$ cat config.mk
export PLATFORM = sky130hd
export DESIGN_NAME = scan_code_set1_decoder_top
export DESIGN_NICKNAME = d
export VERILOG_FILES = /design/src/sv/scd1_pkg.sv /design/src/sv/scan_code_set1_decoder_top.sv /design/src/sv/scd1_ram.sv
export SDC_FILE = /design/constraint.sdc
export NUM_CORES = 1
export LEC_CHECK = 0
export ABC_AREA = 1
export BUFFER_PORTS_ARGS = -buffer_cell sky130_fd_sc_hd__buf_2
export CORE_UTILIZATION = 50
export CTS_BUF_LIST = sky130_fd_sc_hd__clkbuf_16
export DETAILED_ROUTE_END_ITERATION = 8
export PLACE_DENSITY = 0.66
export SLEW_MARGIN = 20
export SYNTH_ARGS = -nofsm -noshare
export SYNTH_HDL_FRONTEND = slang
export SYNTH_HIERARCHICAL = 1
export SYNTH_SLANG_ARGS = --single-unit
export TNS_END_PERCENT = 50
$ cat constraint.sdc
create_clock -name clk_i -period 8.09 [get_ports clk_i]
set_clock_uncertainty 0.2 [all_clocks]
set_input_delay 2.427 -clock clk_i [delete_from_list [all_inputs] [get_ports clk_i]]
set_output_delay 2.427 -clock clk_i [all_outputs]
set_load 0.005 [all_outputs]
$ cat src/sv/scd1_pkg.sv
// Package: constants and character tables for the set-1 scan code decoder.
package scd1_pkg;

  localparam int unsigned KEY_MAP_DEPTH_DEF  = 256;
  localparam int unsigned MAX_ALT_DIGITS_DEF = 3;

  localparam logic [7:0] CODE_PREFIX  = 8'hE0;
  localparam logic [6:0] CODE_CTRL    = 7'h1D;
  localparam logic [6:0] CODE_ALT     = 7'h38;
  localparam logic [6:0] CODE_LSHIFT  = 7'h2A;
  localparam logic [6:0] CODE_RSHIFT  = 7'h36;
  localparam logic [6:0] CODE_CAPS    = 7'h3A;
  localparam logic [6:0] CODE_NUM     = 7'h45;
  localparam logic [6:0] CODE_SCROLL  = 7'h46;
  localparam logic [6:0] CODE_KP_LO   = 7'h47;
  localparam logic [6:0] CODE_KP_HI   = 7'h52;
  localparam logic [7:0] EXT_OFFSET   = 8'd127;

  localparam logic [7:0] CHAR_ZERO    = 8'h30;
  localparam logic [7:0] CHAR_NINE    = 8'h39;

  localparam int unsigned M_LSHIFT = 0;
  localparam int unsigned M_RSHIFT = 1;
  localparam int unsigned M_LCTRL  = 2;
  localparam int unsigned M_RCTRL  = 3;
  localparam int unsigned M_LALT   = 4;
  localparam int unsigned M_RALT   = 5;

  localparam logic OP_SCAN  = 1'b0;
  localparam logic OP_QUERY = 1'b1;

  localparam logic [7:0] MAP_PLAIN [128] = '{
    8'h1B, 8'h31, 8'h32, 8'h33, 8'h34, 8'h35, 8'h36, 8'h37,
    8'h38, 8'h39, 8'h30, 8'h2D, 8'h3D, 8'h08, 8'h09,
    8'h71, 8'h77, 8'h65, 8'h72, 8'h74, 8'h79, 8'h75, 8'h69, 8'h6F, 8'h70, 8'h5B, 8'h5D,
    8'h0A, 8'h00,
    8'h61, 8'h73, 8'h64, 8'h66, 8'h67, 8'h68, 8'h6A, 8'h6B, 8'h6C, 8'h3B, 8'h27, 8'h60,
    8'h00, 8'h5C,
    8'h7A, 8'h78, 8'h63, 8'h76, 8'h62, 8'h6E, 8'h6D, 8'h2C, 8'h2E, 8'h2F,
    8'h00, 8'h2A, 8'h00, 8'h20, 8'h00,
    8'h80, 8'h81, 8'h82, 8'h83, 8'h84, 8'h85, 8'h86, 8'h87, 8'h88, 8'h89,
    8'h00, 8'h00,
    8'h37, 8'h38, 8'h39, 8'h2D, 8'h34, 8'h35, 8'h36, 8'h2B, 8'h31, 8'h32, 8'h33,
    8'h30, 8'h2E,
    8'h00, 8'h00, 8'h00, 8'h8A, 8'h8B,
    8'h00, 8'h00, 8'h00, 8'h00, 8'h00, 8'h00, 8'h00, 8'h00,
    8'h00, 8'h00, 8'h00, 8'h00, 8'h00, 8'h00, 8'h00, 8'h00,
    8'h00, 8'h00, 8'h00, 8'h00, 8'h00, 8'h00, 8'h00, 8'h00,
    8'h00, 8'h00, 8'h00, 8'h00, 8'h00, 8'h00, 8'h00, 8'h00,
    8'h00, 8'h00, 8'h00, 8'h00, 8'h00, 8'h00, 8'h00, 8'h00
  };

  localparam logic [7:0] MAP_SHIFT [128] = '{
    8'h1B, 8'h21, 8'h40, 8'h23, 8'h24, 8'h25, 8'h5E, 8'h26,
    8'h2A, 8'h28, 8'h29, 8'h5F, 8'h2B, 8'h08, 8'h09,
    8'h51, 8'h57, 8'h45, 8'h52, 8'h54, 8'h59, 8'h55, 8'h49, 8'h4F, 8'h50, 8'h7B, 8'h7D,
    8'h0A, 8'h00,
    8'h41, 8'h53, 8'h44, 8'h46, 8'h47, 8'h48, 8'h4A, 8'h4B, 8'h4C, 8'h3A, 8'h22, 8'h7E,
    8'h00, 8'h7C,
    8'h5A, 8'h58, 8'h43, 8'h56, 8'h42, 8'h4E, 8'h4D, 8'h3C, 8'h3E, 8'h3F,
    8'h00, 8'h2A, 8'h00, 8'h20, 8'h00,
    8'h80, 8'h81, 8'h82, 8'h83, 8'h84, 8'h85, 8'h86, 8'h87, 8'h88, 8'h89,
    8'h00, 8'h00,
    8'h37, 8'h38, 8'h39, 8'h2D, 8'h34, 8'h35, 8'h36, 8'h2B, 8'h31, 8'h32, 8'h33,
    8'h30, 8'h2E,
    8'h00, 8'h00, 8'h00, 8'h8A, 8'h8B,
    8'h00, 8'h00, 8'h00, 8'h00, 8'h00, 8'h00, 8'h00, 8'h00,
    8'h00, 8'h00, 8'h00, 8'h00, 8'h00, 8'h00, 8'h00, 8'h00,
    8'h00, 8'h00, 8'h00, 8'h00, 8'h00, 8'h00, 8'h00, 8'h00,
    8'h00, 8'h00, 8'h00, 8'h00, 8'h00, 8'h00, 8'h00, 8'h00,
    8'h00, 8'h00, 8'h00, 8'h00, 8'h00, 8'h00, 8'h00, 8'h00
  };

  localparam logic [7:0] MAP_CTRL [128] = '{
    8'h1B, 8'h31, 8'h32, 8'h33, 8'h34, 8'h35, 8'h36, 8'h37,
    8'h38, 8'h39, 8'h30, 8'h2D, 8'h3D, 8'h08, 8'h09,
    8'h11, 8'h17, 8'h05, 8'h12, 8'h14, 8'h19, 8'h15, 8'h09, 8'h0F, 8'h10, 8'h5B, 8'h5D,
    8'h0D, 8'h00,
    8'h01, 8'h13, 8'h04, 8'h06, 8'h07, 8'h08, 8'h0A, 8'h0B, 8'h0C, 8'h3B, 8'h27, 8'h60,
    8'h00, 8'h5C,
    8'h1A, 8'h18, 8'h03, 8'h16, 8'h02, 8'h0E, 8'h0D, 8'h2C, 8'h2E, 8'h2F,
    8'h00, 8'h2A, 8'h00, 8'h20, 8'h00,
    8'h80, 8'h81, 8'h82, 8'h83, 8'h84, 8'h85, 8'h86, 8'h87, 8'h88, 8'h89,
    8'h8A, 8'h00,
    8'h37, 8'h38, 8'h39, 8'h2D, 8'h34, 8'h35, 8'h36, 8'h2B, 8'h31, 8'h32, 8'h33,
    8'h30, 8'h2E,
    8'h00, 8'h00, 8'h00, 8'h8A, 8'h8B,
    8'h00, 8'h00, 8'h00, 8'h00, 8'h00, 8'h00, 8'h00, 8'h00,
    8'h00, 8'h00, 8'h00, 8'h00, 8'h00, 8'h00, 8'h00, 8'h00,
    8'h00, 8'h00, 8'h00, 8'h00, 8'h00, 8'h00, 8'h00, 8'h00,
    8'h00, 8'h00, 8'h00, 8'h00, 8'h00, 8'h00, 8'h00, 8'h00,
    8'h00, 8'h00, 8'h00, 8'h00, 8'h00, 8'h00, 8'h00, 8'h00
  };

  function automatic logic [7:0] map_ext(input logic [6:0] t);
    logic [7:0] c;
    case (t)
      7'd27:   c = 8'h0A;
      7'd52:   c = 8'h2F;
      7'd70:   c = 8'h90;
      7'd71:   c = 8'h8C;
      7'd72:   c = 8'h92;
      7'd74:   c = 8'h8D;
      7'd76:   c = 8'h8E;
      7'd78:   c = 8'h91;
      7'd79:   c = 8'h8F;
      7'd80:   c = 8'h93;
      7'd81:   c = 8'h94;
      7'd82:   c = 8'h7F;
      7'd90:   c = 8'h95;
      7'd91:   c = 8'h96;
      default: c = 8'h00;
    endcase
    return c;
  endfunction

endpackage

$ cat src/sv/scan_code_set1_decoder_top.sv
// Set-1 scan code decoder: modifier and lock tracking, char maps, key-down map.
// Result: registered, valid the cycle after acceptance; one word per cycle while
// the output does not stall. The key-down RAM is written in the accept cycle and
// read there for queries, so consecutive words never collide on an entry.
// Reset: asynchronous, clears locks (num lock set), modifiers, alt entry and the
// per-entry valid bits of the key-down map, which then reads all zero at once.
module scan_code_set1_decoder_top #(
  parameter int unsigned KEY_MAP_DEPTH  = scd1_pkg::KEY_MAP_DEPTH_DEF,
  parameter int unsigned MAX_ALT_DIGITS = scd1_pkg::MAX_ALT_DIGITS_DEF
) (
  input  logic       clk_i,
  input  logic       rst_ni,
  input  logic       in_valid_i,
  output logic       in_stall_o,
  input  logic       operation_i,
  input  logic [7:0] scan_byte_i,
  input  logic [7:0] key_index_i,
  output logic       out_valid_o,
  input  logic       out_stall_i,
  output logic [7:0] char_code_o,
  output logic       alt_entry_done_o,
  output logic       led_update_o,
  output logic [2:0] led_mask_o,
  output logic       key_is_down_o
);
  import scd1_pkg::*;

  localparam int unsigned AW = $clog2(KEY_MAP_DEPTH);

  logic       accept;
  logic       caps_q, caps_d, num_q, num_d, scroll_q, scroll_d;
  logic [5:0] mod_q, mod_d;
  logic       ext_q, ext_d;
  logic [9:0] alt_q, alt_d;
  logic [1:0] cnt_q, cnt_d;

  logic       s1_valid_q, s1_valid_d;
  logic [7:0] ch_q, ch_d;
  logic       altdone_q, altdone_d;
  logic       led_q, led_d;
  logic       query_q;
  logic       vld_rd_q;

  logic [KEY_MAP_DEPTH-1:0] vld_q;
  logic          wr_c, wdata_c;
  logic [7:0]    waddr_c;
  logic          rdata;

  logic [6:0]  code, t;
  logic        kp, ext_now, shift_c;
  logic [7:0]  dig_c;
  logic [12:0] alt_mul;

  assign in_stall_o = s1_valid_q & out_stall_i;
  assign accept     = in_valid_i & ~in_stall_o;
  assign s1_valid_d = accept | (s1_valid_q & out_stall_i);

  assign code    = scan_byte_i[6:0];
  assign t       = code - 7'd1;
  assign kp      = (code >= CODE_KP_LO) && (code <= CODE_KP_HI);
  assign ext_now = ext_q | (~num_q & kp);
  assign shift_c = mod_q[M_LSHIFT] | mod_q[M_RSHIFT];
  assign dig_c   = MAP_PLAIN[t] - CHAR_ZERO;
  assign alt_mul = {alt_q, 3'b000} + {2'b00, alt_q, 1'b0} + {9'd0, dig_c[3:0]};

  always_comb begin
    caps_d = caps_q; num_d = num_q; scroll_d = scroll_q;
    mod_d = mod_q; ext_d = ext_q; alt_d = alt_q; cnt_d = cnt_q;
    ch_d = 8'h00; altdone_d = 1'b0; led_d = 1'b0;
    wr_c = 1'b0; wdata_c = 1'b0; waddr_c = 8'h00;
    if (operation_i == OP_QUERY) begin
    end else if (scan_byte_i == CODE_PREFIX) begin
      ext_d = 1'b1;
    end else if (scan_byte_i == 8'h00) begin
    end else if (!scan_byte_i[7]) begin
      if (ext_now) begin
        ext_d = 1'b0;
        if (code == CODE_CTRL) begin
          mod_d[M_RCTRL] = 1'b1;
        end else if (code == CODE_ALT) begin
          mod_d[M_RALT] = 1'b1;
        end else begin
          ch_d = map_ext(t);
          wr_c = 1'b1; wdata_c = 1'b1; waddr_c = {1'b0, code} + EXT_OFFSET;
        end
      end else if (code == CODE_CTRL) begin
        mod_d[M_LCTRL] = 1'b1;
      end else if (code == CODE_LSHIFT) begin
        mod_d[M_LSHIFT] = 1'b1;
      end else if (code == CODE_RSHIFT) begin
        mod_d[M_RSHIFT] = 1'b1;
      end else if (code == CODE_ALT) begin
        mod_d[M_LALT] = 1'b1;
      end else if (code == CODE_CAPS) begin
        caps_d = ~caps_q; led_d = 1'b1;
      end else if (code == CODE_NUM) begin
        num_d = ~num_q; led_d = 1'b1;
      end else if (code == CODE_SCROLL) begin
        scroll_d = ~scroll_q; led_d = 1'b1;
      end else if (mod_q[M_LALT] | mod_q[M_RALT]) begin
        if (MAP_PLAIN[t] >= CHAR_ZERO && MAP_PLAIN[t] <= CHAR_NINE &&
            cnt_q < 2'(MAX_ALT_DIGITS) && kp) begin
          alt_d = alt_mul[9:0];
          cnt_d = cnt_q + 2'd1;
        end
      end else begin
        if (mod_q[M_LCTRL] | mod_q[M_RCTRL]) begin
          ch_d = MAP_CTRL[t];
        end else if (shift_c != caps_q) begin
          ch_d = MAP_SHIFT[t];
        end else begin
          ch_d = MAP_PLAIN[t];
        end
        wr_c = 1'b1; wdata_c = 1'b1; waddr_c = {1'b0, t};
      end
    end else begin
      if (ext_now) begin
        ext_d = 1'b0;
        if (code == CODE_CTRL) begin
          mod_d[M_RCTRL] = 1'b0;
        end else if (code == CODE_ALT) begin
          mod_d[M_RALT] = 1'b0;
        end else if (code != 7'd0) begin
          wr_c = 1'b1; waddr_c = {1'b0, code} + EXT_OFFSET;
        end
      end else if (code == CODE_CTRL) begin
        mod_d[M_LCTRL] = 1'b0;
      end else if (code == CODE_LSHIFT) begin
        mod_d[M_LSHIFT] = 1'b0;
      end else if (code == CODE_RSHIFT) begin
        mod_d[M_RSHIFT] = 1'b0;
      end else if (code == CODE_ALT) begin
        mod_d[M_LALT] = 1'b0;
      end else if (code == CODE_CAPS || code == CODE_NUM || code == CODE_SCROLL) begin
      end else if (code != 7'd0) begin
        wr_c = 1'b1; waddr_c = {1'b0, t};
      end
      if (!(mod_d[M_LALT] | mod_d[M_RALT]) && cnt_q != 2'd0) begin
        ch_d = alt_q[7:0];
        alt_d = 10'd0;
        cnt_d = 2'd0;
        altdone_d = 1'b1;
      end
    end
  end

  always_ff @(posedge clk_i or negedge rst_ni) begin
    if (!rst_ni) begin
      caps_q <= 1'b0; num_q <= 1'b1; scroll_q <= 1'b0;
      mod_q <= '0; ext_q <= 1'b0; alt_q <= '0; cnt_q <= '0;
      s1_valid_q <= 1'b0;
      vld_q <= '0;
    end else begin
      s1_valid_q <= s1_valid_d;
      if (accept) begin
        caps_q <= caps_d; num_q <= num_d; scroll_q <= scroll_d;
        mod_q <= mod_d; ext_q <= ext_d; alt_q <= alt_d; cnt_q <= cnt_d;
        if (wr_c) begin
          vld_q[AW'(waddr_c)] <= 1'b1;
        end
      end
    end
  end

  always_ff @(posedge clk_i) begin
    if (accept) begin
      ch_q      <= ch_d;
      altdone_q <= altdone_d;
      led_q     <= led_d;
      query_q   <= operation_i;
      vld_rd_q  <= vld_q[AW'(key_index_i)];
    end
  end

  scd1_ram #(
    .WIDTH (1),
    .DEPTH (KEY_MAP_DEPTH)
  ) u_key_map (
    .clk_i   (clk_i),
    .we_i    (accept & wr_c),
    .waddr_i (AW'(waddr_c)),
    .wdata_i (wdata_c),
    .re_i    (accept & operation_i),
    .raddr_i (AW'(key_index_i)),
    .rdata_o (rdata)
  );

  assign out_valid_o      = s1_valid_q;
  assign char_code_o      = ch_q;
  assign alt_entry_done_o = altdone_q;
  assign led_update_o     = led_q;
  assign led_mask_o       = {caps_q, num_q, scroll_q};
  assign key_is_down_o    = query_q & vld_rd_q & rdata;

endmodule

$ cat src/sv/scd1_ram.sv
// Generic single-write, single-read RAM with registered read data.
module scd1_ram #(
  parameter int unsigned WIDTH = 1,
  parameter int unsigned DEPTH = 256
) (
  input  logic                     clk_i,
  input  logic                     we_i,
  input  logic [$clog2(DEPTH)-1:0] waddr_i,
  input  logic [WIDTH-1:0]         wdata_i,
  input  logic                     re_i,
  input  logic [$clog2(DEPTH)-1:0] raddr_i,
  output logic [WIDTH-1:0]         rdata_o
);

  logic [WIDTH-1:0] mem_q [DEPTH];
  logic [WIDTH-1:0] rdata_q;

  always_ff @(posedge clk_i) begin
    if (we_i) begin
      mem_q[waddr_i] <= wdata_i;
    end
    if (re_i) begin
      rdata_q <= mem_q[raddr_i];
    end
  end

  assign rdata_o = rdata_q;

endmodule

==> flow_summary_export.csv, run 1 <==
group,metric,value,unit
critical_path,rr_startpoint,"num_q",
min_path,hold_class,"flop to flop",
clocking,cts-root-buf,"clkbuf_16",
power_and_ir_drop,internal-power,0.00458,W
power_and_ir_drop,ir_drop,0.178,mV
routing,drt_iter0_markers,2677,
timing,finalSetupViolCount,0,
clocking,cts_setup_buffers,0,
power_and_ir_drop,combPwrFrac,10.7,%
power_and_ir_drop,netSwitchingFraction,26.1,%
timing,finalMaxSlewViolations,0,
global_routing,grt_pass1_vias,22000,
critical_path,required,8.42,ns
logic_synthesis,synth.distinct_cells,43,
critical_path,worst_setup_path_end_kind,"flop",
critical_path,cp_common_cell,"nand2_1",
power_and_ir_drop,clockPowerShare,41.7,%
clocking,cts.reportedPaths.clkPinSlew,0.06,ns
routing,dr_total_vias,23700,
final_layout,layout_commonest_cell,"nand2_1",
final_layout,syn2layout_area_growth,7.75,%
critical_path,cp.arrival,6.93,ns
clocking,cts_buffer_depth,3,
logic_synthesis,synth_area,0.0285,mm2
placement,hpwl,50200,um
power_and_ir_drop,seqPwrFrac,47.6,%
power_and_ir_drop,p_sw,0.00161,W
logic_synthesis,synthesis.nets,3576,
global_routing,grt_max_degree,165,
min_path,hold_path_end,"vld_q[60]",
final_layout,mostFrequentLayoutCells,"1141 x nand2_1, 424 x nand3_1, 379 x nor2_1",
status,status,"completed",
timing,final-hold-violation-count,0,
logic_synthesis,yosysTopAreaCellShare,28.3,%
global_routing,antenna_found_initial,1,
power_and_ir_drop,p_per_area,202,mW/mm2
flow_run,drv_cap,0,
critical_path,crit_fanout,14,
routing,routedWlPerCell,19.7,um
timing,whs,0.247,ns
logic_synthesis,synth_warnings,6,
critical_path,r2r_cells,12,
routing,routed_wl,83800,um
clocking,cts_sinks,546,
timing,worst_pin_slew,1.09,ns
global_routing,grt_pass1_wl,129000,um
logic_synthesis,synth-seq-area-share,52.7,%
global_routing,grt_overflow,0,
die,dieArea,0.0580,mm2
timing,fin_crit,6.61,ns
logic_synthesis,synthArstFlopShare,50.7,%
critical_path,critPathLaunchType,"input port",
die,fp.coreArea,0.0564,mm2
timing,rsz0062_at_grt,"false",
die,initial_core_util,50.5,%
logic_synthesis,synth.area.top_cells,"edfxtp_1 28%, dfrtp_1 24%, nand2_1 15%, nand3_1 7.4%, nor2_1 5.0%",
timing,slew_headroom,27.1,%
global_routing,use_met1,41.4,%
global_routing,met2_usage,45.8,%
critical_path,slowest_stage,"fa_1",
global_routing,grt.busiest_layer,"met2",
global_routing,grt_usage,29.2,%
die,die_x,241,um
logic_synthesis,yosys_most_used_dff,"dfrtp_1",
routing,drtPass1Iterations,6,
logic_synthesis,yosysTopAreaCell,"edfxtp_1",
final_layout,fin_util,54.5,%
clocking,ctsResizeCount,0,
critical_path,crit_buf_inv,7,
routing,postRouteAntennaNets,0,
clocking,htreeDepth,2,
critical_path,startpoint,"scan_byte_i[0]",
placement,portBuffers,36,
min_path,hold_path.startpoint,"vld_q[60]",
logic_synthesis,synthCells,3530,
die,fp.dieH,241,um
final_layout,drive_above_1_share,6.24,%
clocking,worstSkewPairLatency,0.63,ns
clocking,cts_tree,"built",
min_path,hold_depth,2,
timing,max_freq,151,MHz
clocking,cts_hold_buf,0,
routing,via_per_inst,5.55,
critical_path,critPathMaxStageDelay,0.54,ns
power_and_ir_drop,p_leak,13.3,nW
timing,fin_crit_sh,81.6,%
clocking,numCtsBuffers,57,
global_routing,grtUsageMet3,4.40,%
die,pin_count,37,
logic_synthesis,synth_edf_count,269,
die,fp-row-count,87,
critical_path,r2r_end,"u_key_map/mem_q[47]",
final_layout,nNetsFinal,3506,
logic_synthesis,synth.avg_cell_area,8.07,um2
final_layout,n_antenna_cell,0,
routing,drc,0,
critical_path,reg2reg_slack,4.09,ns
placement,gp_congestion,0.968,
logic_synthesis,ys_seq_elements,546,
critical_path,crit_type,"input port to flop",
timing,tns,0,ns
critical_path,path_delay_family,"adder cells",
-- cell type report --
cell class	instances	area [um2]
multi-input cells	2412	11000
fillers	5485	25700
well taps	756	946
clock buffers	57	1430
flip-flops and latches	546	15000
clock inverters	49	393
inverters	365	1380
repair buffers	78	574
-- worst max-delay path by stage --
stage          slack (ns)  cells after the start                  to
5_1_grt              0.99                     28            alt_q[7]
3_3_place_gp         0.90                     28            alt_q[7]
4_1_cts              1.54                     28            alt_q[7]
2_1_floorplan        0.48                     14  u_key_map/mem_q[0]
6_report             1.48                     28            alt_q[7]
3_5_place_dp         0.89                     28            alt_q[7]
-- worst reg2reg max path, stage by stage, from the launching register on --
cell      delay (ns)
dfstp_2         0.52
inv_1           0.07
nand4_2         0.11
nand2_4         0.10
nor2_4          0.15
nand3b_4        0.17
nand3_1         0.12
nand2_1         0.25
nor2_1          0.62
inv_1           0.10
nor2_1          0.19
nand3_1         0.73
nor2_1          0.36
-- state kept, by name, summed over array words and instances, names as in the netlist --
signal and flops:
vld_q 256, num_q 1, out_valid_o 1, caps_q 1
alt_q 8, ext_q 1, u_key_map/rdata_o 1, alt_entry_done_o 1
scroll_q 1, led_update_o 1, cnt_q 2, u_key_map/mem_q 256
vld_rd_q 1, char_code_o 8, query_q 1, mod_q 6
-- cell usage after synthesis (3+ instances only) --
master    number
nand2_1     1141
nand3_1      424
nor2_1       379
inv_1        353
dfrtp_1      276
edfxtp_1     269
o21ai_0      134
a21oi_1      109
clkbuf_1      97
o211ai_1      74
buf_4         37
buf_2         35
nor2_4        25
ha_1          23
buf_6         22
nand4_1       20
buf_1         14
a31oi_1       13
nor3_1        12
inv_2         10
nor2_2         9
o21bai_1       8
nand3_4        6
xor2_1         6
nand3_2        4
nand2_2        3
nand3b_1       3
o21a_1         3
xnor2_1        3
-- power groups by stage --
stage                     logic, W  registers (W)  clock network [W]
after floorplan           0.000450        0.00299                  0
after global placement    0.000659        0.00300                  0
after detailed placement  0.000656        0.00300                  0
after CTS                 0.000659        0.00295            0.00262
after global routing      0.000737        0.00295            0.00273
final                     0.000663        0.00294            0.00258
-- stage by stage --
step           cells  instance area, um2  total power [W]  setup slack (ns)
4_1_cts         4263               30700          0.00622              1.54
3_5_place_dp    4157               28900          0.00366             0.887
2_1_floorplan   3530               28500          0.00344             0.479
6_report        4263               30700          0.00619              1.48
5_1_grt         4263               30700          0.00641             0.990
3_3_place_gp    4157               28900          0.00366             0.900
-- cell families (layout without fill, tap and decap cells) --
logic type	after synthesis	after routing	share of synthesized area, %
XOR/XNOR	9	9	0.277
flip-flops	546	546	52.7
AND/OR/NAND/NOR	2031	2031	30.2
adder cells (fa/ha/maj)	25	25	1.15
AO/OA/AOI/OAI	347	347	6.93
buffers and inverters	572	549	8.80
-- routing by layer --
metal	share of wire, %	wire, um
met4	3.4	2820
met1	43	35900
met2	45	38100
met5	0.016	13
met3	8.4	7020
(Power assumes the default switching activity.)
==> run 2: changes to the inputs <==
--- a/config.mk
+++ b/config.mk
@@ -10,7 +10,7 @@
 export CORE_UTILIZATION = 50
 export CTS_BUF_LIST = sky130_fd_sc_hd__clkbuf_16
 export DETAILED_ROUTE_END_ITERATION = 8
-export PLACE_DENSITY = 0.66
+export PLACE_DENSITY = 0.68
 export SLEW_MARGIN = 20
 export SYNTH_ARGS = -nofsm -noshare
 export SYNTH_HDL_FRONTEND = slang
==> constraint.sdc (replaced) <==
create_clock -name clk_i -period 5.3 [get_ports clk_i]
set_clock_uncertainty 0.2 [all_clocks]
set_input_delay 1.59 -clock clk_i [delete_from_list [all_inputs] [get_ports clk_i]]
set_output_delay 1.59 -clock clk_i [all_outputs]
set_load 0.005 [all_outputs]
==> run 2 against run 1 <==
Effect of this change:
- the run now ends with DRC left
- sequential share of layout area decreased by 2.1 points
- utilization increased by 2.4 points
- combinational power increased by 64%
- total power increased by 51%
- flip-flop and latch count unchanged
- global-route usage decreased by 0.63 points
- cell area increased by 4.5%
- critical path depth decreased by 1
- highest routed layer is now met4
==> flow_summary_export.csv, run 2 (synthesis results as in run 1) <==
group,metric,value,unit
final_layout,drive_above_1_share,9.64,%
power_and_ir_drop,ir_drop,0.281,mV
routing,drc,2,
clocking,cts_buffer_depth,3,
final_layout,fillCellCount,5200,
final_layout,stdcell_count,4387,
final_layout,mostFrequentLayoutCells,"1139 x nand2_1, 424 x nand3_1, 379 x nor2_1",
clocking,cts_tree,"built",
routing,routed_wl,82100,um
global_routing,grt_overflow,0,
placement,gp_congestion,0.961,
status,status,"complete, but fails checks",
clocking,cts.reportedPaths.clkPinSlew,0.06,ns
final_layout,fin_util,56.9,%
global_routing,antenna_found_initial,0,
critical_path,crit_fanout,7,
final_layout,layout_commonest_cell,"nand2_1",
final_layout,fin_area,0.0321,mm2
clocking,cts-root-buf,"clkbuf_16",
clocking,numCtsBuffers,57,
timing,final-hold-violation-count,0,
die,fp-row-count,87,
die,dieArea,0.0580,mm2
timing,fin_crit_sh,92.0,%
min_path,hold_path_end,"vld_q[148]",
timing,rsz0062_at_grt,"false",
min_path,hold_depth,2,
critical_path,cp.arrival,5.19,ns
routing,drtPass1Iterations,8,
critical_path,r2r_cells,14,
final_layout,reg.largest.list,"u_key_map/mem_q: 256 flops, vld_q: 256 flops",
critical_path,reg2reg_slack,2.08,ns
clocking,worstSkewPairLatency,0.62,ns
critical_path,rr_startpoint,"num_q",
routing,dr_total_vias,24000,
final_layout,nNetsFinal,3632,
clocking,cts_sinks,546,
status,violations,"DRC",
die,die_x,241,um
timing,max_freq,205,MHz
global_routing,grt_max_degree,144,
critical_path,critPathLaunchType,"input port",
die,fp.dieH,241,um
timing,worst_pin_slew,1.17,ns
min_path,hold_path.startpoint,"vld_q[148]",
timing,whs,0.245,ns
timing,slew_headroom,22.1,%
placement,placed_cells,4283,
flow_run,drv_cap,0,
critical_path,required,5.62,ns
timing,finalSetupViolCount,0,
placement,postPlaceCellArea,0.0304,mm2
power_and_ir_drop,p_per_area,290,mW/mm2
global_routing,grt_pass1_vias,22700,
placement,portBuffers,36,
timing,finalMaxSlewViolations,0,
critical_path,crit_type,"input port to flop",
final_layout,syn2layout_area_growth,12.6,%
routing,via_per_inst,5.48,
clocking,htreeDepth,2,
critical_path,worst_setup_path_end_kind,"flop",
routing,postRouteAntennaNets,0,
clocking,cts_hold_buf,0,
final_layout,n_antenna_cell,0,
min_path,hold_class,"flop to flop",
die,fp.coreArea,0.0564,mm2
die,pin_count,37,
global_routing,grt_pass1_wl,128000,um
power_and_ir_drop,p_leak,14.0,nW
routing,routedWlPerCell,18.7,um
critical_path,r2r_end,"u_key_map/mem_q[107]",
timing,fin_crit,4.88,ns
die,initial_core_util,50.5,%
routing,drt_iter0_markers,2366,
placement,hpwl,50500,um
global_routing,grt_usage,28.6,%
-- run 2: cell count changes in the layout (fill, tap and decap cells not counted), moves of 2 or more --
cell        previous run  this run
bufinv_16              6         1
clkinvlp_4             0         3
clkinv_1              19        14
inv_16                 2         0
buf_4                 39       125
inv_1                363       366
nand2_1             1141      1139
inv_2                 10         8
buf_12                 4        43
-- run 2: per-layer routing --
layer,routed length (um),track usage [%]
met2,38600,46.7
met5,0,0
met4,3000,10.8
met1,35000,39.2
met3,5560,3.44
-- run 2: critical path: stages --
cell and delay [ns]:
buf_2 0.14, inv_8 0.05, ha_1 0.15, inv_1 0.06, ha_1 0.37, inv_1 0.16
nand2_1 0.11, o21a_1 0.13, nand2_1 0.07, nand3_1 0.06, nand2_1 0.05, nand2_1 0.05
nand2_1 0.10, a21oi_2 0.20, inv_1 0.08, fa_1 0.50, inv_1 0.05, ha_1 0.28
a21oi_1 0.15, nor2_1 0.06, nor2_1 0.14, o21ai_0 0.10, a21oi_1 0.17, xor2_1 0.17
nor2_1 0.05, nand3_1 0.09, nand2_1 0.05
-- run 2: repair_timing --
action | in CTS | in global routing
buffers inserted | 0 | 0
endpoints found under the setup margin | 0 | 1
gates resized for setup | 0 | 1
-- run 2: worst max-delay path by stage --
stage / startpoint / cells after the start / endpoint / slack (ns)
after floorplan: scan_byte_i[0] / 14 / u_key_map/mem_q[0] / -0.18
after global placement: scan_byte_i[0] / 28 / alt_q[7] / -0.25
after detailed placement: scan_byte_i[0] / 28 / alt_q[7] / -0.25
after CTS: scan_byte_i[0] / 28 / alt_q[7] / 0.42
after global routing: scan_byte_i[0] / 28 / alt_q[7] / 0.08
final: scan_byte_i[0] / 27 / alt_q[7] / 0.42
-- run 2: cell type report --
cell class / count / area [um2] / area share, %
Sequential cell: 546 / 15000 / 46.8
Multi-Input combinational cell: 2412 / 11000 / 34.3
Timing Repair Buffer: 204 / 2010 / 6.25
Clock buffer: 58 / 1450 / 4.52
Inverter: 365 / 1390 / 4.32
Tap cell: 756 / 946 / 2.95
Clock inverter: 46 / 274 / 0.854
-- run 2: where the power goes --
| group | internal [W] | switching (W) |
|---|---|---|
| clock | 0.00203 | 0.00170 |
| sequential | 0.00446 | 0.0000358 |
| combinational | 0.000357 | 0.000737 |
| total | 0.00685 | 0.00247 |
-- run 2: through the flow --
step | TNS [ns] | total power [W] | setup WS (ns)
global placement | -0.318 | 0.00566 | -0.249
global route | 0 | 0.00965 | 0.0775
finish | 0 | 0.00932 | 0.424
detailed placement | -0.346 | 0.00566 | -0.254
floorplan | -45.04 | 0.00526 | -0.175
CTS | 0 | 0.00935 | 0.420
==> run 3: changes to the inputs <==
--- a/config.mk
+++ b/config.mk
@@ -7,6 +7,7 @@
 export LEC_CHECK = 0
 export ABC_AREA = 1
 export BUFFER_PORTS_ARGS = -buffer_cell sky130_fd_sc_hd__buf_2
+export CORE_MARGIN = 2
 export CORE_UTILIZATION = 50
 export CTS_BUF_LIST = sky130_fd_sc_hd__clkbuf_16
 export DETAILED_ROUTE_END_ITERATION = 8
==> run 3 against run 2 <==
Effect of this change:
- critical endpoint unchanged
- largest power group unchanged
- largest cell class unchanged
- via count rose by 0.49%
- total power rose by 0.25%
- cell area barely moved
- the flow now finishes without violations
- non-clock buffer count rose by 17
==> flow_summary_export.csv, run 3 (synthesis results as in run 1) <==
group,metric,value,unit
timing,slew_headroom,36.7,%
critical_path,slowest_stage,"fa_1",
critical_path,crit_fanout,10,
clocking,cts_tree,"built",
timing,fin_crit,4.99,ns
die,die_x,243,um
critical_path,worst_setup_path_end_kind,"flop",
die,fp-row-count,87,
timing,fin_crit_sh,94.1,%
clocking,cts_sinks,546,
placement,portBuffers,36,
die,pin_count,37,
critical_path,crit_type,"input port to flop",
critical_path,critPathMaxStageDelay,0.51,ns
critical_path,cp.arrival,5.28,ns
power_and_ir_drop,total_power,0.00934,W
global_routing,grt_max_degree,124,
global_routing,antenna_found_initial,0,
final_layout,multi_input_area,0.0110,mm2
power_and_ir_drop,p_leak,14.1,nW
power_and_ir_drop,p_per_area,291,mW/mm2
critical_path,required,5.60,ns
critical_path,path_delay_family,"adder cells",
routing,via_per_inst,5.48,
routing,postRouteAntennaNets,0,
routing,dr_total_vias,24200,
final_layout,reg.largest.list,"u_key_map/mem_q: 256 flops, vld_q: 256 flops",
final_layout,stdcell_count,4407,
clocking,cts.reportedPaths.clkPinSlew,0.06,ns
timing,max_freq,201,MHz
routing,drt_iter0_markers,2313,
clocking,worstSkewPairLatency,0.64,ns
clocking,cts_hold_buf,0,
timing,worst_pin_slew,0.950,ns
die,fp.coreArea,0.0564,mm2
placement,gp_congestion,0.962,
timing,finalMaxSlewViolations,0,
flow_run,drv_cap,0,
final_layout,layout_commonest_cell,"nand2_1",
final_layout,fin_area,0.0321,mm2
final_layout,register_area,0.0150,mm2
clocking,numCtsBuffers,57,
global_routing,grt_usage,28.5,%
timing,final-hold-violation-count,0,
clocking,cts_setup_buffers,0,
critical_path,cp_common_cell,"nand2_1",
critical_path,crit_buf_inv,7,
die,initial_core_util,50.5,%
power_and_ir_drop,ir_drop,0.263,mV
clocking,ctsResizeCount,0,
timing,finalSetupViolCount,0,
placement,placed_cells,4300,
final_layout,drive_above_1_share,9.92,%
final_layout,mostFrequentLayoutCells,"1139 x nand2_1, 424 x nand3_1, 379 x nor2_1",
global_routing,grt_overflow,0,
routing,routed_wl,83000,um
final_layout,nNetsFinal,3649,
min_path,hold_class,"flop to flop",
global_routing,grt_pass1_wl,132000,um
placement,postPlaceCellArea,0.0303,mm2
clocking,cts-root-buf,"clkbuf_16",
die,fp.dieH,243,um
routing,routedWlPerCell,18.8,um
critical_path,crit_cells,26,
routing,drtPass1Iterations,6,
min_path,hold_depth,2,
critical_path,r2r_cells,14,
placement,hpwl,52600,um
global_routing,grt_pass1_vias,23300,
status,status,"completed",
clocking,htreeDepth,2,
final_layout,fillCellCount,5256,
final_layout,syn2layout_area_growth,12.5,%
routing,drc,0,
critical_path,critPathLaunchType,"input port",
clocking,cts_buffer_depth,3,
timing,rsz0062_at_grt,"false",
die,dieArea,0.0589,mm2
-- run 3: changes by cell type in the layout (fill, tap and decap cells not counted), moves of 2 or more --
cell | previous run | this run
clkinvlp_4 | 3 | 1
buf_4 | 125 | 155
clkinv_2 | 11 | 8
buf_12 | 43 | 30
inv_1 | 366 | 372
-- run 3: area by class of cell --
cell class,count,area share (%)
Timing Repair Buffer,221,6.15
Tap cell,756,2.95
Clock inverter,49,0.987
Clock buffer,57,4.45
Multi-Input combinational cell,2412,34.3
Antenna cell,1,0.00780
Inverter,365,4.32
Sequential cell,546,46.8
-- run 3: final timing paths --
| path | endpoint | slack, ns | start |
|---|---|---|---|
| setup / recovery | alt_q[7] | 0.31 | scan_byte_i[0] |
| hold / removal | vld_q[100] | 0.25 | vld_q[100] |
| max in group asynchronous | num_q | 3.00 | rst_ni |
| min in group asynchronous | vld_q[163] | 0.86 | rst_ni |
| hold reg to reg | vld_q[100] | 0.25 | vld_q[100] |
| setup reg to reg | u_key_map/mem_q[215] | 2.17 | num_q |
-- run 3: power breakdown --
group / internal [W] / switching, W
Sequential: 0.00446 / 0.0000363
Clock: 0.00205 / 0.00169
Combinational: 0.000364 / 0.000740
-- run 3: metrics by stage --
| step | setup WS, ns | setup TNS, ns | utilization (%) | hold slack, ns |
|---|---|---|---|---|
| finish | 0.314 | 0 | 56.9 | 0.246 |
| detailed placement | -0.207 | -0.264 | 53.8 | 0.234 |
| CTS | 0.412 | 0 | 56.9 | 0.248 |
| global route | 0.0318 | 0 | 56.9 | 0.260 |
| global placement | -0.231 | -0.317 | 53.8 | 0.228 |
| floorplan | -0.175 | -45.04 | - | 0.219 |
-- run 3: routing by layer --
| metal | GRT usage [%] | vias to the layer above | wire [um] |
|---|---|---|---|
| met2 | 45.6 | 920 | 38100 |
| met3 | 3.86 | 171 | 6000 |
| met5 | 0 | - | 0 |
| met1 | 39.3 | 11600 | 35700 |
| met4 | 11.4 | 0 | 3200 |
| li1 | - | 11500 | - |
-- run 3: worst min-delay path: cells and delay by family, from the launching register on --
| family | cells | cell delay (ns) |
|---|---|---|
| buffers and inverters | 1 | 0.04 |
| flip-flops | 1 | 0.32 |
| AND/OR/NAND/NOR | 1 | 0.06 |
